`src/rtl/apwbe_pkg.sv`:
```
package apwbe_pkg;

   localparam int unsigned DATA_W     = 8;
   localparam int unsigned DUR_W      = 16;
   localparam int unsigned SEG_W      = 5;
   localparam int unsigned CSR_ADDR_W = 4;
   localparam int unsigned CSR_DATA_W = 32;

   // register indexes (paddr[3:2])
   localparam logic [1:0] REG_LONG_WIDTH  = 2'd0;
   localparam logic [1:0] REG_SHORT_WIDTH = 2'd1;
   localparam logic [1:0] REG_GAP_WIDTH   = 2'd2;

   localparam logic [DUR_W-1:0] LONG_WIDTH_RESET  = 16'd1200;
   localparam logic [DUR_W-1:0] SHORT_WIDTH_RESET = 16'd400;
   localparam logic [DUR_W-1:0] GAP_WIDTH_RESET   = 16'd15000;

   // segment numbers within one word
   localparam logic [SEG_W-1:0] SEG_LAST_PLAIN  = 5'd15;
   localparam logic [SEG_W-1:0] SEG_TRAIL_HIGH  = 5'd16;
   localparam logic [SEG_W-1:0] SEG_TRAIL_LOW   = 5'd17;
   localparam logic [SEG_W-1:0] SEG_GAP         = 5'd18;

   typedef struct packed {
      logic [DATA_W-1:0] data_byte;
      logic              last_byte;
      logic [SEG_W-1:0]  last_seg;
   } apwbe_entry_type;

   typedef struct packed {
      logic [DUR_W-1:0] long_width;
      logic [DUR_W-1:0] short_width;
      logic [DUR_W-1:0] gap_width;
   } apwbe_cfg_type;

endpackage

```
`src/rtl/apwbe_if.sv`:
```
interface apwbe_req_if;
   logic       valid;
   logic       ready;
   logic [7:0] data_byte;
   logic       last_byte;

   modport source (output valid, output data_byte, output last_byte, input ready);
   modport sink   (input valid, input data_byte, input last_byte, output ready);
endinterface

interface apwbe_rsp_if;
   logic        valid;
   logic        ready;
   logic        level;
   logic [15:0] duration;
   logic        end_of_item;
   logic        end_of_frame;

   modport source (output valid, output level, output duration, output end_of_item,
                   output end_of_frame, input ready);
   modport sink   (input valid, input level, input duration, input end_of_item,
                   input end_of_frame, output ready);
endinterface

```
`src/rtl/apwbe_front.sv`:
```
module apwbe_front (
   input  logic                     clock,
   input  logic                     reset,
   apwbe_req_if.sink                req,
   output logic                     ent_valid,
   output apwbe_pkg::apwbe_entry_type ent,
   input  logic                     ent_ready
);
   import apwbe_pkg::*;

   logic            valid_ff, valid_in;
   apwbe_entry_type ent_ff, ent_in;

   assign req.ready = !valid_ff || ent_ready;

   always_comb begin
      valid_in = valid_ff;
      ent_in   = ent_ff;
      if (req.ready) begin
         valid_in = req.valid;
         if (req.valid) begin
            ent_in.data_byte = req.data_byte;
            ent_in.last_byte = req.last_byte;
            // classify: a closing word adds trailer bit and gap
            ent_in.last_seg  = req.last_byte ? SEG_GAP : SEG_LAST_PLAIN;
         end
      end
   end

   always_ff @(posedge clock) begin
      if (reset) begin
         valid_ff <= 1'b0;
      end else begin
         valid_ff <= valid_in;
      end
      ent_ff <= ent_in;
   end

   assign ent_valid = valid_ff;
   assign ent       = ent_ff;
endmodule

```
`src/rtl/apwbe_queue.sv`:
```
module apwbe_queue (
   input  logic                       clock,
   input  logic                       reset,
   input  logic                       wr_valid,
   input  apwbe_pkg::apwbe_entry_type wr_ent,
   output logic                       wr_ready,
   output logic                       rd_valid,
   output apwbe_pkg::apwbe_entry_type rd_ent,
   input  logic                       rd_pop
);
   import apwbe_pkg::*;

   apwbe_entry_type mem_ff [2];
   logic            wr_ptr_ff, wr_ptr_in;
   logic            rd_ptr_ff, rd_ptr_in;
   logic [1:0]      count_ff, count_in;
   logic            push, pop;

   assign wr_ready = (count_ff != 2'd2);
   assign rd_valid = (count_ff != 2'd0);
   assign rd_ent   = mem_ff[rd_ptr_ff];
   assign push     = wr_valid && wr_ready;
   assign pop      = rd_pop && rd_valid;

   always_comb begin
      wr_ptr_in = push ? ~wr_ptr_ff : wr_ptr_ff;
      rd_ptr_in = pop  ? ~rd_ptr_ff : rd_ptr_ff;
      count_in  = count_ff + {1'b0, push} - {1'b0, pop};
   end

   always_ff @(posedge clock) begin
      if (reset) begin
         wr_ptr_ff <= 1'b0;
         rd_ptr_ff <= 1'b0;
         count_ff  <= 2'd0;
      end else begin
         wr_ptr_ff <= wr_ptr_in;
         rd_ptr_ff <= rd_ptr_in;
         count_ff  <= count_in;
      end
      if (push) begin
         mem_ff[wr_ptr_ff] <= wr_ent;
      end
   end
endmodule

```
`src/rtl/apwbe_back.sv`:
```
module apwbe_back (
   input  logic                       clock,
   input  logic                       reset,
   input  apwbe_pkg::apwbe_cfg_type   cfg,
   input  logic                       ent_valid,
   input  apwbe_pkg::apwbe_entry_type ent,
   output logic                       ent_pop,
   apwbe_rsp_if.source                rsp
);
   import apwbe_pkg::*;

   logic [SEG_W-1:0] cnt_ff, cnt_in;
   logic             valid_ff, valid_in;
   logic             level_ff, level_in;
   logic [DUR_W-1:0] dur_ff, dur_in;
   logic             eoi_ff, eoi_in;
   logic             eof_ff, eof_in;
   logic             advance, emit, last_seg, bit_val;

   assign advance  = !valid_ff || rsp.ready;
   assign emit     = ent_valid && advance;
   assign last_seg = (cnt_ff == ent.last_seg);
   assign ent_pop  = emit && last_seg;
   assign bit_val  = ent.data_byte[3'd7 - cnt_ff[3:1]];

   always_comb begin
      cnt_in   = cnt_ff;
      valid_in = rsp.ready ? 1'b0 : valid_ff;
      level_in = level_ff;
      dur_in   = dur_ff;
      eoi_in   = eoi_ff;
      eof_in   = eof_ff;
      if (emit) begin
         valid_in = 1'b1;
         cnt_in   = last_seg ? '0 : cnt_ff + 1'b1;
         eoi_in   = last_seg;
         eof_in   = (cnt_ff == SEG_GAP);
         if (cnt_ff[4] == 1'b0) begin
            // data bit: high then low, long side follows the bit value
            level_in = ~cnt_ff[0];
            dur_in   = (bit_val ^ cnt_ff[0]) ? cfg.long_width : cfg.short_width;
         end else begin
            unique case (cnt_ff)
               SEG_TRAIL_HIGH: begin
                  level_in = 1'b1;
                  dur_in   = cfg.long_width;
               end
               SEG_TRAIL_LOW: begin
                  level_in = 1'b0;
                  dur_in   = cfg.short_width;
               end
               default: begin
                  level_in = 1'b0;
                  dur_in   = cfg.gap_width;
               end
            endcase
         end
      end
   end

   always_ff @(posedge clock) begin
      if (reset) begin
         cnt_ff   <= '0;
         valid_ff <= 1'b0;
      end else begin
         cnt_ff   <= cnt_in;
         valid_ff <= valid_in;
      end
      level_ff <= level_in;
      dur_ff   <= dur_in;
      eoi_ff   <= eoi_in;
      eof_ff   <= eof_in;
   end

   assign rsp.valid        = valid_ff;
   assign rsp.level        = level_ff;
   assign rsp.duration     = dur_ff;
   assign rsp.end_of_item  = eoi_ff;
   assign rsp.end_of_frame = eof_ff;
endmodule

```
`src/rtl/ask_pulse_width_bit_encoder_unit.sv`:
```
// Channel   Dir  Handshake          Contents
// req_chan  in   valid/ready        data_byte[7:0], last_byte
// rsp_chan  out  valid/ready        level, duration[15:0], end_of_item, end_of_frame
// csr       in   APB, pready high   long_width, short_width, gap_width at 0x0/0x4/0x8
//
// One segment word leaves per cycle while the receiver takes them: a byte gives 16
// segments, a closing byte 19, set by the segment counter of the back end.
// The first segment of a byte reaches the output through the front register, the
// queue and the output register, in that order.
// Reset is synchronous and active high; it clears handshake state and reloads
// the width registers with their defaults.
// Either side may stall on its own: the front register and a two-word queue keep
// taking bytes while the output register holds a word that is not yet taken.
module ask_pulse_width_bit_encoder_unit (
   input  logic                               clock,
   input  logic                               reset,
   apwbe_req_if.sink                          req_chan,
   apwbe_rsp_if.source                        rsp_chan,
   input  logic                               psel,
   input  logic                               penable,
   input  logic                               pwrite,
   input  logic [apwbe_pkg::CSR_ADDR_W-1:0]   paddr,
   input  logic [apwbe_pkg::CSR_DATA_W-1:0]   pwdata,
   output logic [apwbe_pkg::CSR_DATA_W-1:0]   prdata,
   output logic                               pready
);
   import apwbe_pkg::*;

   // width registers; the user must write them only while the block is idle, the block does not enforce it
   apwbe_cfg_type   cfg_ff, cfg_in;
   logic            csr_wr;
   logic [1:0]      csr_idx;

   logic            fr_valid, fr_ready;
   apwbe_entry_type fr_ent;
   logic            q_valid, q_pop;
   apwbe_entry_type q_ent;

   assign pready  = 1'b1;
   assign csr_idx = paddr[3:2];
   assign csr_wr  = psel && penable && pwrite && pready;

   always_comb begin
      cfg_in = cfg_ff;
      if (csr_wr) begin
         unique case (csr_idx)
            REG_LONG_WIDTH:  cfg_in.long_width  = pwdata[DUR_W-1:0];
            REG_SHORT_WIDTH: cfg_in.short_width = pwdata[DUR_W-1:0];
            REG_GAP_WIDTH:   cfg_in.gap_width   = pwdata[DUR_W-1:0];
            default:         cfg_in = cfg_ff;   // drop writes beyond the map
         endcase
      end
   end

   always_comb begin
      unique case (csr_idx)
         REG_LONG_WIDTH:  prdata = {{(CSR_DATA_W-DUR_W){1'b0}}, cfg_ff.long_width};
         REG_SHORT_WIDTH: prdata = {{(CSR_DATA_W-DUR_W){1'b0}}, cfg_ff.short_width};
         REG_GAP_WIDTH:   prdata = {{(CSR_DATA_W-DUR_W){1'b0}}, cfg_ff.gap_width};
         default:         prdata = '0;
      endcase
   end

   always_ff @(posedge clock) begin
      if (reset) begin
         cfg_ff.long_width  <= LONG_WIDTH_RESET;
         cfg_ff.short_width <= SHORT_WIDTH_RESET;
         cfg_ff.gap_width   <= GAP_WIDTH_RESET;
      end else begin
         cfg_ff <= cfg_in;
      end
   end

   // front: accept and classify each byte
   apwbe_front u_front (
      .clock     (clock),
      .reset     (reset),
      .req       (req_chan),
      .ent_valid (fr_valid),
      .ent       (fr_ent),
      .ent_ready (fr_ready)
   );

   // decouple front and back
   apwbe_queue u_queue (
      .clock    (clock),
      .reset    (reset),
      .wr_valid (fr_valid),
      .wr_ent   (fr_ent),
      .wr_ready (fr_ready),
      .rd_valid (q_valid),
      .rd_ent   (q_ent),
      .rd_pop   (q_pop)
   );

   // back: step through the segments of the head byte
   apwbe_back u_back (
      .clock     (clock),
      .reset     (reset),
      .cfg       (cfg_ff),
      .ent_valid (q_valid),
      .ent       (q_ent),
      .ent_pop   (q_pop),
      .rsp       (rsp_chan)
   );
endmodule

```
`src/flat_wrapper.sv`:
```
// flat-port wrapper written by rule: the top's interface ports become plain ports
module ask_pulse_width_bit_encoder_unit_flat import apwbe_pkg::*;
  (clock, reset, psel, penable, pwrite, paddr, pwdata, prdata, pready, req_chan_valid, req_chan_data_byte, req_chan_last_byte, req_chan_ready, rsp_chan_valid, rsp_chan_level, rsp_chan_duration, rsp_chan_end_of_item, rsp_chan_end_of_frame, rsp_chan_ready);
  apwbe_req_if req_chan_i ();
  apwbe_rsp_if rsp_chan_i ();
  input  logic clock;
  input  logic reset;
  input  logic psel;
  input  logic penable;
  input  logic pwrite;
  input  logic [apwbe_pkg::CSR_ADDR_W-1:0] paddr;
  input  logic [apwbe_pkg::CSR_DATA_W-1:0] pwdata;
  output logic [apwbe_pkg::CSR_DATA_W-1:0] prdata;
  output logic pready;
  input wire logic [$bits(req_chan_i.valid)-1:0] req_chan_valid;
  input wire logic [$bits(req_chan_i.data_byte)-1:0] req_chan_data_byte;
  input wire logic [$bits(req_chan_i.last_byte)-1:0] req_chan_last_byte;
  output wire logic [$bits(req_chan_i.ready)-1:0] req_chan_ready;
  output wire logic [$bits(rsp_chan_i.valid)-1:0] rsp_chan_valid;
  output wire logic [$bits(rsp_chan_i.level)-1:0] rsp_chan_level;
  output wire logic [$bits(rsp_chan_i.duration)-1:0] rsp_chan_duration;
  output wire logic [$bits(rsp_chan_i.end_of_item)-1:0] rsp_chan_end_of_item;
  output wire logic [$bits(rsp_chan_i.end_of_frame)-1:0] rsp_chan_end_of_frame;
  input wire logic [$bits(rsp_chan_i.ready)-1:0] rsp_chan_ready;
  assign req_chan_i.valid = req_chan_valid;
  assign req_chan_i.data_byte = req_chan_data_byte;
  assign req_chan_i.last_byte = req_chan_last_byte;
  assign req_chan_ready = req_chan_i.ready;
  assign rsp_chan_valid = rsp_chan_i.valid;
  assign rsp_chan_level = rsp_chan_i.level;
  assign rsp_chan_duration = rsp_chan_i.duration;
  assign rsp_chan_end_of_item = rsp_chan_i.end_of_item;
  assign rsp_chan_end_of_frame = rsp_chan_i.end_of_frame;
  assign rsp_chan_i.ready = rsp_chan_ready;
  ask_pulse_width_bit_encoder_unit u_core (.clock(clock), .reset(reset), .req_chan(req_chan_i), .rsp_chan(rsp_chan_i), .psel(psel), .penable(penable), .pwrite(pwrite), .paddr(paddr), .pwdata(pwdata), .prdata(prdata), .pready(pready));
endmodule
```
`config.mk`:
```
export PLATFORM = sky130hd
export DESIGN_NAME = ask_pulse_width_bit_encoder_unit_flat
export DESIGN_NICKNAME = d
export VERILOG_FILES = /design/src/rtl/apwbe_pkg.sv /design/src/rtl/apwbe_if.sv /design/src/rtl/apwbe_front.sv /design/src/rtl/apwbe_queue.sv /design/src/rtl/apwbe_back.sv /design/src/rtl/ask_pulse_width_bit_encoder_unit.sv /design/src/flat_wrapper.sv
export SDC_FILE = /design/constraint.sdc
export NUM_CORES = 1
export LEC_CHECK = 0
export BUFFER_PORTS_ARGS = -buffer_cell sky130_fd_sc_hd__clkbuf_2
export CAP_MARGIN = 20
export CORE_UTILIZATION = 43
export CTS_CLUSTER_SIZE = 25
export DETAILED_ROUTE_END_ITERATION = 6
export MAX_ROUTING_LAYER = met4
export SLEW_MARGIN = 20
export SYNTH_ARGS = -nofsm -noshare
export SYNTH_HDL_FRONTEND = slang
export SYNTH_SLANG_ARGS = --single-unit
```
`constraint.sdc`:
```
create_clock -name clock -period 3.2 [get_ports clock]
set_input_delay 0.48 -clock clock [delete_from_list [all_inputs] [get_ports clock]]
set_output_delay 0.48 -clock clock [all_outputs]
set_load 0.01 [all_outputs]
```
# Word level (Yosys, flattened, before mapping)
# Memories as Yosys holds them, arrays and structs flattened. A register that Yosys moved wholly into a read port is not among the register bits.
# Index checks and enable logic that the tools add are counted.
dict set report word_totals {
  register_bits 92
  out_inout_bits 54
  ram_bits 28
  input_bits 52
  n_memories 1
}
dict set report classes {
  n_lt_le_gt_ge 1
  n_mux 16
  n_eq_ne 7
  add_sub_neg 4
  bitwise_logic 4
  n_reduce_logical 17
}
# memory depth width read_ports rd_clocked_by_memory_dff write_ports line_no
set mem_list {}
lappend mem_list {u_core.u_queue.mem_ff 2 14 1 1 1 apwbe_queue.sv:13} ;# apwbe_entry_type mem_ff [2];
# operator count
set op_table {}
lappend op_table {{16-bit one-hot mux with 3 select lines} 1}
lappend op_table {{16-bit 2-to-1 mux} 2}
lappend op_table {{16-bit one-hot mux with 2 select lines} 1}
lappend op_table {{5-bit equality test, second input constant} 3}
lappend op_table {{5-bit 2-to-1 mux} 2}
lappend op_table {{1-bit 2-to-1 mux} 9}
lappend op_table {{2-bit AND reduction} 4}
lappend op_table {{1-bit logical AND} 6}
lappend op_table {{5-bit by 1-bit adder with 5-bit output, second input constant} 1}
lappend op_table {{5-bit equality test} 1}
lappend op_table {{3-bit by 4-bit < comparator with 1-bit output, second input constant} 1}
lappend op_table {{2-bit nonzero test} 2}
lappend op_table {{1-bit binary-select mux with 3-bit select} 1}
lappend op_table {{1-bit NOT} 3}
lappend op_table {{3-bit subtractor, first input constant} 1}
lappend op_table {{2-bit by 1-bit adder with 2-bit output} 1}
lappend op_table {{2-bit by 1-bit equality test with 1-bit output, second input constant} 1}
lappend op_table {{2-bit equality test, second input constant} 1}
lappend op_table {{1-bit zero test} 2}
lappend op_table {{2-bit zero test} 1}
lappend op_table {{1-bit logical OR} 2}
lappend op_table {{2-bit != test, second input constant} 1}
lappend op_table {{2-bit by 1-bit subtractor with 2-bit output} 1}
lappend op_table {{1-bit XOR} 1}

# Longest topological paths before layout
dict set report logic_depth {
  ltp_word 7
  mapped_depth 11
}

# By module
# From an unflattened synthesis, not the netlist that was laid out.
dict set report hier_totals {
  hier_cells 493
  area_unflattened_um2 5776.8
}
# module cells_per_inst seq_area_each_um2 area_each_um2 n_inst
set by_module_without_submodules {}
lappend by_module_without_submodules {ask_pulse_width_bit_encoder_unit 261 960.9 2448.6 1}
lappend by_module_without_submodules {apwbe_back 144 690.7 1650.3 1}
lappend by_module_without_submodules {apwbe_queue 67 940.9 1285.0 1}
lappend by_module_without_submodules {apwbe_front 21 320.3 392.9 1}

# Worst setup path after synthesis
# Ideal clock, no wire load.
dict set report synth_timing {
  kind {input-to-reg}
  startpoint {in rsp_chan_ready}
  endpoint {reg u_core.u_queue.count_ff[1]}
  cell_stages 11
  t_required_ns 3.072
  n_path_buf 1
  setup_ns 0.128
  setup_slack_ns 0.526
  arrival_time_ns 2.547
  path_cell_list {nand2b_1 o21a_1 clkbuf_1 nand4_1 inv_1 ha_1 inv_1 ha_1 xor2_1 xnor2_1 nor2_1}
}
dict set report synth_between {
  elab_chain_len 5
}
# element line_no
set synth_rtl {}
lappend synth_rtl {{start, declared} flat_wrapper.sv:24} ;# input wire logic [$bits(rsp_chan_i.ready)-1:0] rsp_chan_ready;
lappend synth_rtl {{1-bit logical OR} apwbe_back.sv:20} ;# assign advance = !valid_ff || rsp.ready;
lappend synth_rtl {{1-bit logical AND} apwbe_back.sv:21} ;# assign emit = ent_valid && advance;
lappend synth_rtl {{net u_core.u_back.emit} apwbe_back.sv:18} ;# logic advance, emit, last_seg, bit_val;
lappend synth_rtl {{1-bit logical AND} apwbe_back.sv:23} ;# assign ent_pop = emit && last_seg;
lappend synth_rtl {{1-bit logical AND} apwbe_queue.sv:23} ;# assign pop = rd_pop && rd_valid;
lappend synth_rtl {{net u_core.u_queue.pop} apwbe_queue.sv:17} ;# logic push, pop;
lappend synth_rtl {{2-bit by 1-bit subtractor with 2-bit output} apwbe_queue.sv:28} ;# count_in = count_ff + {1'b0, push} - {1'b0, pop};
lappend synth_rtl {{end signal, assigned} apwbe_queue.sv:39} ;# count_ff <= count_in;
lappend synth_rtl {{end, declared} apwbe_queue.sv:16} ;# logic [1:0] count_ff, count_in;
# The timed path passes the listed nets, and every way through them passes these cells.
# A chain may end at the register's enable or synchronous reset.

==> run summary <==
The largest fanout on the critical path is 17. The number of cells on the worst reg-to-reg path came out at 5. The number of filler cells placed in the layout is 1064. Setup repair after global routing left no endpoint under its margin. After synthesis, the largest family of logic cells by area is simple AND/OR/NAND/NOR gates.

The proportion of synthesized chip area in sequential cells came out at 0.511. The top achievable clock speed came out at 364 MHz. The share of synthesized registers carrying an async set or reset is 0.

The run finished, with violations left. The repair_antennas step left the layout with diodes totalling 0. After detailed routing, the total wire length is 12000 um. The multiplexer share of the synthesized area came out at 0.0708. The placeable core region came out at 11600 sq um. The TritonCTS clock tree is yes. The number of global-route vias before repair was 3662. The height of the die came out at 112 um.

The total vias in the final route is 3966. After routing the design area is 5910 sq um. For this configuration, the core starts out at a cell density of 0.450. The sum of buffers and inverters on the critical path came out at 0.

In this design, the stage delay of the slowest critical-path cell is 0.63 ns. The number of failing hold endpoints at the final stage came to 0. The number of iterations in the first detailed-routing pass came out at 7. The number of hold buffers added after cts came out at 0.

The DRC violation total after the first TritonRoute iteration is 258. The global-route wire length before repair is 19100 um. Leaving out fill and tap cells, the most frequent cells in the layout are 117 x sky130_fd_sc_hd__nand2_1, 70 x sky130_fd_sc_hd__clkbuf_2, 60 x sky130_fd_sc_hd__dfxtp_1. Summed over all nets, the half-perimeter wirelength after detailed placement is 8280 um.

Of the total synthesized cell area, the portion taken by XOR and XNOR cells is 0.0151. Across the run, the number of max-cap violations was 0. The compound-gate portion of the synthesized area is 0.129.

In this run the horizontal extent of the chip is 112 um. The type of the setup path with the least slack is reg -> reg. The post-layout instance count excluding filler cells is 749. The routed design could run at a clock period as short as 2.75 ns. The critical path goes through mux2i_1 > mux4_2 > mux2i_4 > and2_4 > o311ai_0.

The clock passes through at most 2 buffers. Among all flip-flop cells after synthesis, the most frequent one is sky130_fd_sc_hd__dfxtp_1. In this run the core area contains 39 standard-cell rows. The number of buffers added by the clock tree synthesis step is 9. The final-report max-slew violation count is 0. The synthesized instance count is 550.

The routability-driven placement congestion ratio is 0.873. The remaining global-route overflow is 0. The total routing resource utilization after global routing came out at 0.203. The pin count of the biggest net entering global routing is 46. The power density normalized to cell area came out at 504 nW/um^2.

The setup total negative slack is 0 ns. Clock-pin slew was measured on the worst setup and hold paths at 0.08 ns. 106 I/O pins were placed. The number of flops mapped to enable cells by yosys came out at 49. The clock root buffer master is sky130_fd_sc_hd__clkbuf_16.

The tightest min-delay check is of the in -> reg type. The adder-cell share of the synthesized area is 0.0144. The later pin in the worst-skew pair is clocked with a latency of 0.36 ns. The fraction of layout cells with a size suffix above 1 came out at 0.177. The number of setup buffers added after CTS came out at 0. The worst setup path is captured at a register.

The number of sinks driven by the clock tree is 109. The checks that failed: DRC. The commonest non-fill, non-tap cell in the layout is sky130_fd_sc_hd__nand2_1. Once detail routing completed, the nets flagged for antenna violations numbered 0.

The unique cell type count in the Yosys netlist is 40. The cell area after placement is 5610 sq um. The startpoint type of the worst setup path is a register. The DRC violation count after routing came out at 4. Across the whole layout, storage elements account for 2670 sq um. In this run, placement finished with an instance count of 733. The average via count per standard cell is 5.30. The total area of multi-input combinational cells is 2170 sq um.

The area added between synthesis and finish came out at 13.1%. The required time of the critical path came out at 3.25 ns. The leakage power total came out at 2.26 nW. Of the total synthesized cell area, the portion taken by AND, OR, NAND and NOR gates is 0.170. The worst path arrival time came out at 2.80 ns.

The total number of nets in the final design is 659. Port buffering added 70 buffers. The mean cell area of the mapped netlist is 9.50 sq um. Among cell families on the critical path, the largest total delay comes from multiplexers.

The flip-flop and latch count after synthesis came out at 109. The worst-case vdd ir drop came out at 0.000238 V. Of the available clock period, the critical path in the final layout requires 0.858. Summing internal, switching and leakage power gives 2.98 mW. The worst slew margin relative to its limit came out at 0.389. The final core area utilization came out at 0.509. Counting instances, the worst hold path has a depth of 1. The final routed wire length divided by cell count came out at 16.1 um. At the pin with the least slew margin, the transition time is 0.913 ns.

The slowest stage of the critical path is the sky130_fd_sc_hd__dfxtp_1 cell. Yosys printed 0 warnings. The area of the mapped netlist came out at 5230 sq um. The H-tree was split into 3 levels. The post-cts repair resize count is 0. The final-report setup violation count came out at 0. The area of the die came out at 12600 sq um.

The number of stages on the worst setup path is 5. The final setup skew came out at 0.00933 ns. The initial antenna violation count came to 0.
[final timing paths]
check | slack (ns) | endpoint | start
max | 0.45 | u_core.u_back.rsp.duration[15] | register
min | 0.29 | u_core.u_front.ent[12] | req_chan_data_byte[6]
max reg2reg | 0.45 | u_core.u_back.rsp.duration[15] | register
min reg2reg | 0.45 | u_core.u_queue.mem_ff[1][8] | u_core.u_front.ent[8]
[logic make-up (layout without fill, tap and decap cells)]
family | Yosys count | count (layout)
AO/OA/AOI/OAI | 109 | 109
XOR/XNOR | 9 | 9
adder cells (fa/ha/maj) | 6 | 6
buffers and inverters | 95 | 136
flip-flops | 109 | 109
multiplexers | 32 | 32
other | 2 | 17
AND/OR/NAND/NOR | 188 | 188
[area by class of cell]
cell class              instances  share of cell area
clock buffers                   9              0.0381
clock inverters                 7              0.0138
inverters                      38              0.0241
multi-input cells             361               0.367
flip-flops and latches        109               0.452
well taps                     143              0.0303
repair buffers                 82              0.0745
[synthesized netlist by cell type, types with 2 or more instances]
cell type,n,share of area
sky130_fd_sc_hd__nand2_1,117,0.084
sky130_fd_sc_hd__dfxtp_1,60,0.23
sky130_fd_sc_hd__edfxtp_1,49,0.28
sky130_fd_sc_hd__inv_1,38,0.027
sky130_fd_sc_hd__a21oi_1,36,0.034
sky130_fd_sc_hd__o21ai_0,32,0.031
sky130_fd_sc_hd__clkbuf_1,29,0.021
sky130_fd_sc_hd__mux2i_1,28,0.054
sky130_fd_sc_hd__nor2_1,21,0.015
sky130_fd_sc_hd__buf_4,18,0.026
sky130_fd_sc_hd__a22oi_1,16,0.023
sky130_fd_sc_hd__nand4b_1,16,0.027
sky130_fd_sc_hd__o311ai_1,11,0.018
sky130_fd_sc_hd__nand3b_1,8,0.011
sky130_fd_sc_hd__a211o_1,7,0.012
sky130_fd_sc_hd__xor2_1,7,0.012
sky130_fd_sc_hd__buf_2,6,0.0057
sky130_fd_sc_hd__ha_1,6,0.014
sky130_fd_sc_hd__o311ai_0,5,0.0084
sky130_fd_sc_hd__and2_1,3,0.0036
sky130_fd_sc_hd__nand2b_1,3,0.0036
sky130_fd_sc_hd__nand3_1,3,0.0029
sky130_fd_sc_hd__nand4_1,3,0.0036
sky130_fd_sc_hd__nor2b_1,3,0.0036
sky130_fd_sc_hd__nor4bb_1,3,0.0057
sky130_fd_sc_hd__and3_1,2,0.0024
sky130_fd_sc_hd__buf_1,2,0.0014
sky130_fd_sc_hd__conb_1,2,0.0014
sky130_fd_sc_hd__mux2i_4,2,0.0086
sky130_fd_sc_hd__mux4_2,2,0.0086
sky130_fd_sc_hd__or3_1,2,0.0024
sky130_fd_sc_hd__xnor2_1,2,0.0034
[report_power, final]
part	total (mW)	internal, mW	switching (mW)
Clock	1.14	0.566	0.575
Sequential	1.55	1.52	0.0334
Combinational	0.288	0.105	0.183
[through the flow]
step | setup WS, ns | hold WS [ns]
2_1_floorplan | 0.526 | 0.421
5_1_grt | 0.271 | 0.278
3_5_place_dp | 0.455 | 0.431
4_1_cts | 0.430 | 0.280
6_report | 0.454 | 0.290
3_3_place_gp | 0.524 | 0.428
[sequential cells by signal (all words and copies together), names as in the netlist, 2 cells and up, named ones only]
register / count
u_core.cfg_ff: 48
u_core.u_queue.mem_ff: 20
u_core.u_back.rsp.duration: 16
u_core.u_front.ent: 10
u_core.u_back.cnt_ff: 5
u_core.u_queue.count_ff: 2
[routing by layer]
layer | track usage | up-vias | part of all wire
met4 | 0.0604 | 0 | 0.0095
met5 | - | - | 0
li1 | - | 1974 | -
met1 | 0.272 | 1873 | 0.47
met3 | 0.0432 | 7 | 0.049
met2 | 0.310 | 112 | 0.47
[worst reg2reg max path: stages (launching register included)]
cell                       delay [ns]
sky130_fd_sc_hd__dfxtp_1         0.63
sky130_fd_sc_hd__mux2i_1         0.16
sky130_fd_sc_hd__mux4_2          0.54
sky130_fd_sc_hd__mux2i_4         0.52
sky130_fd_sc_hd__and2_4          0.39
sky130_fd_sc_hd__o311ai_0        0.21
(Power assumes the default switching activity.)
